--- src/mos_pkg.sv ---
// Package for the median-of-set unit: sizes, controller states and the
// command and status bundles between the controller and the datapath.
// No dependencies.
package mos_pkg;

    // Capacity of the sorted cell chain.
    localparam int MAX_SAMPLES = 64;

    // Field widths of an input item and a result item.
    localparam int SAMPLE_W    = 32;
    localparam int MEDIAN_W    = SAMPLE_W + 1;
    localparam int COUNT_OUT_W = 7;

    // The fill count must hold MAX_SAMPLES itself.
    localparam int CNT_W = $clog2(MAX_SAMPLES + 1);

    // Largest left shift before readout is (MAX_SAMPLES - 1) / 2.
    localparam int SHIFT_MAX = (MAX_SAMPLES - 1) / 2;
    localparam int SHIFT_W   = (SHIFT_MAX > 1) ? $clog2(SHIFT_MAX + 1) : 1;

    // Controller states.
    typedef enum logic [1:0] {
        ST_IDLE,
        ST_LOAD,
        ST_SHIFT,
        ST_EMIT
    } t_state;

    // Commands from the controller to the datapath.
    typedef struct packed {
        logic insert;
        logic shift;
        logic emit;
    } t_dp_cmd;

    // Status from the datapath to the controller.
    typedef struct packed {
        logic [CNT_W-1:0] count;
    } t_dp_status;

endpackage

--- src/mos_ctrl.sv ---
// Controller of the median-of-set unit: accepts items and, at the end of a
// set, sequences the readout shift and the result. Depends on mos_pkg.
module mos_ctrl
    import mos_pkg::*;
(
    input  logic        i_clk,
    input  logic        i_rst_n,
    input  logic        start,
    input  logic        i_last,
    input  t_dp_status  i_status,
    output t_dp_cmd     o_cmd,
    output logic        busy
);

    t_state              r_state;
    t_state              n_state;
    logic [SHIFT_W-1:0]  r_sh;
    logic [SHIFT_W-1:0]  n_sh;

    // State and shift counter registers.
    always_ff @(posedge i_clk) begin
        if (!i_rst_n) begin
            r_state <= ST_IDLE;
            r_sh    <= '0;
        end else begin
            r_state <= n_state;
            r_sh    <= n_sh;
        end
    end

    // Next state and commands.
    always_comb begin
        n_state      = r_state;
        n_sh         = r_sh;
        o_cmd.insert = 1'b0;
        o_cmd.shift  = 1'b0;
        o_cmd.emit   = 1'b0;
        busy         = 1'b1;
        case (r_state)
            ST_IDLE: begin
                busy = 1'b0;
                if (start) begin
                    o_cmd.insert = 1'b1;
                    if (i_last) begin
                        n_state = ST_LOAD;
                    end
                end
            end
            ST_LOAD: begin
                // Shift so that the lower middle sample lands in cell 0.
                n_sh    = SHIFT_W'((i_status.count - CNT_W'(1)) >> 1);
                n_state = ST_SHIFT;
            end
            ST_SHIFT: begin
                if (r_sh == '0) begin
                    n_state = ST_EMIT;
                end else begin
                    o_cmd.shift = 1'b1;
                    n_sh        = r_sh - SHIFT_W'(1);
                end
            end
            ST_EMIT: begin
                o_cmd.emit = 1'b1;
                n_state    = ST_IDLE;
            end
            default: begin
                n_state = ST_IDLE;
            end
        endcase
    end

    // A last-marked item always starts the readout.
    a_last_loads: assert property (@(posedge i_clk) disable iff (!i_rst_n)
        (start && !busy && i_last) |=> r_state == ST_LOAD)
        else $error("last item did not start readout");

    // An exhausted shift counter leads straight to the result.
    a_shift_ends: assert property (@(posedge i_clk) disable iff (!i_rst_n)
        (r_state == ST_SHIFT && r_sh == '0) |=> r_state == ST_EMIT)
        else $error("shift phase did not end");

    // The counter only moves down while shifting.
    a_shift_dec: assert property (@(posedge i_clk) disable iff (!i_rst_n)
        o_cmd.shift |=> r_sh == $past(r_sh) - SHIFT_W'(1))
        else $error("shift counter misstep");

endmodule

--- config.mk ---
export PLATFORM = sky130hd
export DESIGN_NAME = mos_ctrl
export DESIGN_NICKNAME = d
export VERILOG_FILES = /design/src/mos_pkg.sv /design/src/mos_ctrl.sv
export SDC_FILE = /design/constraint.sdc
export NUM_CORES = 1
export LEC_CHECK = 0
export BUFFER_PORTS_ARGS = -buffer_cell sky130_fd_sc_hd__buf_2
export CAP_MARGIN = 0
export CORE_MARGIN = 2
export CORE_UTILIZATION = 35
export DETAILED_ROUTE_END_ITERATION = 16
export SLEW_MARGIN = 40
export SYNTH_ARGS = -nofsm -noshare
export SYNTH_HDL_FRONTEND = slang
export SYNTH_SLANG_ARGS = --single-unit
--- constraint.sdc ---
create_clock -name i_clk -period 3.6 [get_ports i_clk]
set_input_delay 0.18 -clock i_clk [delete_from_list [all_inputs] [get_ports i_clk]]
set_output_delay 0.18 -clock i_clk [all_outputs]
set_load 0.005 [all_outputs]
==> summary.txt, run 1 <==
Largest net degree at the start of global routing: 14
CTS tree: done
Worst-margin pin slew: 0.527 ns
Via count: 476
Main flop type after synthesis: dfxtp_1
Levels on crit path: 6
Largest area contributor in the netlist: dfxtp_1
Data required time of the worst path: 3.78 ns
Via density: 4.91
Effective utilization at floorplan: 37.4%
Total grt overflow: 0
Crit-path max cell delay: 0.42 ns
Crit-path leading delay family: compound AO/OA/AOI/OAI gates
Share of layout cells above drive strength 1: 29.6%
Netlist Area Pre-Place: 563 µm²
Die span in x: 44.1 µm
Clock tree root driver cell: clkbuf_4
Drt total wl: 976 µm
CP max stage cell: nor2b_1
Pins Over Slew Limit: 0
Post-route DRC: 0
Worst path bufs/invs: 1
Crit path launch: r_state[0]
Final core utilization: 44.4%
TritonCTS Buffers: 3
Max_slew headroom: 64.8%
CP startpoint kind: flop
Reg2Reg Setup Slack: 1.69 ns
R2r worst-path depth: 6
Async SR Flop Fraction: 0%
Max Clock Skew: 0.00398 ns
Final #Nets: 100
Number of hold violations in the final report: 0
Clock sinks: 7
GPL Wtd Cong: 0.799
DRT iter0 DRCs: 6
Die Footprint: 1950 µm²
Fin Setup TNS: 0 ns
Top cells by area, synth: dfxtp_1 25%, ha_1 16%, inv_1 6.0%
Post-Syn Nets: 83
Initial antenna violation count: 0
VDD IR max: 0.000419 V
Vias in the first global route: 451
Core ar.: 1510 µm²
H-tree depth: 1
Num rows: 14
Critical Path Sink: r_sh[1]
Antenna viol nets, final: 0
Max cap viols: 0
Power density over the cells: 811 nW/µm²
RSZ-0062 raised after global routing: no
Cts hold-fix bufs: 0
Routed len/inst: 10.1 µm
Clock Latency Late Sink: 0.25 ns
EDFF count, synth: 0
Synthesis Warnings: 0
Arrival @ worst endpoint: 2.09 ns
Drt first pass iters: 3
Fmax: 0.524 GHz
Setup crit end kind: flop
Clk slew on worst S/H paths: 0.05 ns
RR Startpoint: r_state[0]
Crit path cell chain: inv_1 > ha_1 > nor2b_1 > a21oi_4 > a211o_2 > a21oi_1
Num ports: 15
Seq cells post-synth: 7
Crit Path Max Fanout: 13
Count leader, synth: inv_1
Cells after synthesis: 65
Die height: 44.1 µm
Distinct cells, synth: 30
Worst Hold Depth: 3
Fin crit share: 53.0%
Hpwl dp: 805 µm
Synth Area per Inst: 8.66 µm²
Worst setup path class: flop to flop
Post-route minimum period: 1.91 ns
LEAKAGE: 0.309 nW
PortBufs: 13
Hold Path Class: input pin to flop
Post-CTS setup repair buffer count: 0
Area delta synth->final: 18.9%
Final setup viols: 0
Register area share after synthesis: 24.9%
Yosys top cell area share: 24.9%
Status: finished clean
CTS Buffer Depth: 2
# resized after CTS: 0
Gr usage total: 12.1%
Worst reg2reg endpoint: r_sh[1]
Commonest cells in the netlist: 9 x inv_1, 7 x dfxtp_1, 7 x ha_1, 6 x nor2_1, 5 x a21oi_1
First-pass GRT wire length: 1760 µm
N_diodes: 0
[stage by stage]
step           setup slack [ns]  hold slack [ns]  cells  area [µm²]  power (mW)
2_1_floorplan              1.98            0.318     65         563       0.411
3_3_place_gp               1.72            0.458     93         643       0.472
3_5_place_dp               1.70            0.466     93         643       0.475
4_1_cts                    1.68            0.210     97         669       0.548
5_1_grt                    1.51            0.226     97         669       0.597
6_report                   1.69            0.213     97         669       0.543
[per-layer routing]
metal  vias up  part of all wire, %  track usage, %
met1       214                   49            14.4
met4         0                 0.92            3.64
li1        255                    -               -
met2         5                   45            19.1
met5         -                    0               0
met3         2                  4.6            6.12
[state kept, by name, summed over array words and instances (netlist names)]
signal   flops
r_sh         5
r_state      2
[worst min path at each step]
stage | start | end | slack [ns]
floorplan | i_rst_n | r_sh[4] | 0.32
global route | i_rst_n | r_sh[0] | 0.23
detailed placement | r_sh[1] | r_sh[1] | 0.47
finish | i_status[5] | r_sh[4] | 0.21
CTS | i_rst_n | r_sh[4] | 0.21
global placement | r_sh[1] | r_sh[1] | 0.46
[worst register-to-register path: stages (launching register included)]
cell and delay, ns:
dfxtp_1 0.38, inv_1 0.10, ha_1 0.39, nor2b_1 0.42, a21oi_4 0.09, a211o_2 0.33, a21oi_1 0.13
[report_power, final]
part           leakage, nW  total, mW  switching, mW  internal (mW)
sequential          0.0576      0.148         0.0347          0.114
clock               0.0150     0.0718         0.0294         0.0423
combinational        0.236      0.323          0.169          0.154
[area by class of cell]
cell class	instances	area [µm²]
clock buffer	4	26.3
fill	152	837
inverter	9	33.8
multi-input combinational	48	384
sequential	7	140
tap	16	20.0
timing repair buffer	13	65.1
[cells by family after synthesis]
logic type	Yosys count	share of synthesized area (%)
muxes	1	1.78
buffers and inverters	10	6.89
AOI/OAI and AO/OA	16	25.3
DFF	7	24.9
adders and majority gates	7	15.6
xor gates and xnor gates	4	6.22
and+or+nand+nor	20	19.3
[placed cells by master (no fill, tap or decap), types with 2 or more instances in the layout]
| cell type | netlist | routed |
|---|---|---|
| a21oi_1 | 5 | 5 |
| buf_2 | 1 | 13 |
| nand2_1 | 4 | 4 |
| o21ai_0 | 2 | 2 |
| clkbuf_4 | 0 | 3 |
| inv_1 | 9 | 9 |
| xor2_1 | 3 | 3 |
| dfxtp_1 | 7 | 7 |
| nor2_1 | 6 | 6 |
| ha_1 | 7 | 7 |
Power figures use the tool's default switching activity.
==> run 2: changes to the inputs <==
clock period = 1.64 ns   (was 3.6 ns; I/O delays follow)
==> run 2 against run 1 <==
Largest cell class unchanged. Wire length increased by 19%. The flow now finishes with violations (negative setup slack). Clock power increased by 120%. Critical path depth unchanged. Design area increased by 16%. Critical path type unchanged. Register-to-register slack got worse by 1.7 ns. Sequential power increased by 130%. Highest routed layer is now met3. Global-route usage increased by 1.7 points. Power increased to 2.7 times the previous value. Clock skew increased by 0.0041 ns.
==> summary.txt, run 2 (same netlist as run 1, synthesis figures left out) <==
CP max stage cell: or4b_4
Status: finished with violations
Commonest non-fill, non-tap cells in the layout: 12 x buf_2, 7 x inv_1, 7 x buf_4, 6 x nor2_1, 6 x ha_1
Num ports: 15 (unchanged)
Setup WS post-layout: -0.00271 ns (-1.70 ns)
Num rows: 14 (unchanged)
Max Clock Skew: 0.00803 ns (+0.00406 ns)
Area delta synth->final: 38.2%
Gr usage total: 13.8% (+1.7 points)
CP startpoint kind: flop
PortBufs: 13 (unchanged)
Die Footprint: 1950 µm² (unchanged)
Placed cell count: 99 (+6.5%)
Crit path cell chain: inv_2 > ha_4 > or4b_4 > a21oi_4 > a21oi_2 > o221a_1
RSZ-0062 raised after global routing: yes
Effective utilization at floorplan: 37.4% (unchanged)
Die height: 44.1 µm (unchanged)
Worst-margin pin slew: 0.293 ns (-0.234 ns)
Min Hold Slack: 0.125 ns (-0.0885 ns)
Vias in the first global route: 487 (+8.0%)
Fmax: 0.609 GHz (+16%)
Via count: 524 (+10%)
Largest Register: r_sh
Fin cells: 105 (+8.2%)
CTS Buffer Depth: 2 (unchanged)
Data required time of the worst path: 1.78 ns (-2.00 ns)
First-pass GRT wire length: 1920 µm (+9.0%)
Antenna viol nets, final: 0 (unchanged)
VDD IR max: 0.00111 V (+170%)
N_diodes: 0 (unchanged)
Filler cells: 138 (-9.2%)
Max_slew headroom: 80.2% (+15 points)
Hold EP: r_sh[0]
Hpwl dp: 928 µm (+15%)
Fin crit share: 100% (+47 points)
Largest register FFs: 5 (unchanged)
Power density over the cells: 1920 nW/µm² (+140%)
Max cap viols: 0 (unchanged)
Worst Hold Launch: i_rst_n
Die span in x: 44.1 µm (unchanged)
Clock sinks: 7 (unchanged)
Final #Nets: 108 (+8.0%)
RR Startpoint: r_sh[1]
Crit-path max cell delay: 0.50 ns (+0.08 ns)
Hold Path Class: input pin to flop
Initial antenna violation count: 0 (unchanged)
Post-route minimum period: 1.64 ns (-0.265 ns)
Worst path bufs/invs: 1 (unchanged)
Clock tree root driver cell: clkbuf_4
Worst reg2reg endpoint: r_sh[0]
Pins Over Slew Limit: 0 (unchanged)
Arrival @ worst endpoint: 1.78 ns (-0.31 ns)
Clock Latency Late Sink: 0.26 ns (about the same)
Drt total wl: 1160 µm (+19%)
Share of layout cells above drive strength 1: 48.3% (+19 points)
Worst Hold Depth: 2 (-1)
Via density: 4.99 (+1.7%)
Setup crit end kind: flop
DRT iter0 DRCs: 6 (unchanged)
Final core utilization: 51.7% (+7.2 points)
Regs by FF count: r_sh: 5 flops, r_state: 2 flops
Most common cell after layout, fill and taps aside: buf_2
GPL Wtd Cong: 0.785 (-1.8%)
Cts hold-fix bufs: 0 (unchanged)
Number of hold violations in the final report: 0 (unchanged)
Drt first pass iters: 4 (+1)
Core ar.: 1510 µm² (unchanged)
TritonCTS Buffers: 3 (unchanged)
Largest net degree at the start of global routing: 10 (-4)
Crit-path leading delay family: compound AO/OA/AOI/OAI gates
H-tree depth: 1 (unchanged)
Reg2Reg Setup Slack: -0.003 ns (-1.70 ns)
LEAKAGE: 0.356 nW (+15%)
Placement Setup Slack: -0.0167 ns (-1.71 ns)
Worst setup path class: flop to flop
Crit Path Max Fanout: 4 (-9)
Routed len/inst: 11.1 µm (+10%)
Final setup viols: 1 (+1)
Total grt overflow: 0 (unchanged)
Failing checks: negative setup slack
CTS tree: done
R2r worst-path depth: 6 (unchanged)
Clk slew on worst S/H paths: 0.05 ns (about the same)
Post-route DRC: 0 (unchanged)
run 2: changes by cell type in the layout (fill, tap and decap cells not counted), moves of 3 or more:
cell	before	now
buf_4	0	7
dfxtp_1	7	4
a21oi_2	0	3
a21oi_1	5	2
dfxtp_2	0	3
run 2: metrics by stage:
| stage | TNS [ns] | area, µm² | power (mW) |
|---|---|---|---|
| 3_5_place_dp | -0.0377 | 688 | 1.18 |
| 6_report | -0.00271 | 778 | 1.49 |
| 2_1_floorplan | 0 | 563 | 0.903 |
| 3_3_place_gp | -0.00949 | 688 | 1.15 |
| 5_1_grt | -0.132 | 778 | 1.62 |
| 4_1_cts | -0.00855 | 717 | 1.35 |
run 2: cell type report:
| type | instances | area [µm²] | share of cell area [%] |
|---|---|---|---|
| Multi-Input combinational cell | 48 | 419 | 53.9 |
| Clock buffer | 4 | 26.3 | 3.38 |
| Sequential cell | 7 | 144 | 18.5 |
| Inverter | 9 | 33.8 | 4.34 |
| Tap cell | 16 | 20.0 | 2.57 |
| Timing Repair Buffer | 21 | 135 | 17.4 |
run 2: worst max-delay path by stage:
stage	startpoint	end	slack, ns	depth (start not counted)
after floorplan	r_sh[0]	r_sh[0]	0.02	6
after global placement	r_sh[0]	r_state[1]	-0.009	6
after detailed placement	r_sh[0]	r_state[0]	-0.02	6
after CTS	r_sh[0]	o_cmd[1]	-0.009	5
after global routing	r_sh[1]	r_sh[0]	-0.04	6
final	r_sh[1]	r_sh[0]	-0.003	6
run 2: timing repair:
item,CTS,global route
endpoints found under the setup margin,4,6
endpoints found under the hold margin,0,0
resized for setup,2,13
setup buffers,0,2
pin swaps,3,4
run 2: per-layer routing:
layer | track usage, % | part of all wire (%) | vias to the layer above
met5 | 0 | 0 | -
met4 | 3.64 | 0 | 0
met3 | 7.35 | 3.2 | 0
met2 | 22.4 | 49 | 5
met1 | 15.9 | 48 | 246
li1 | - | - | 273
run 2: power breakdown:
part	internal, mW	switching (mW)
clock	0.0930	0.0661
sequential	0.256	0.0833
combinational	0.532	0.461
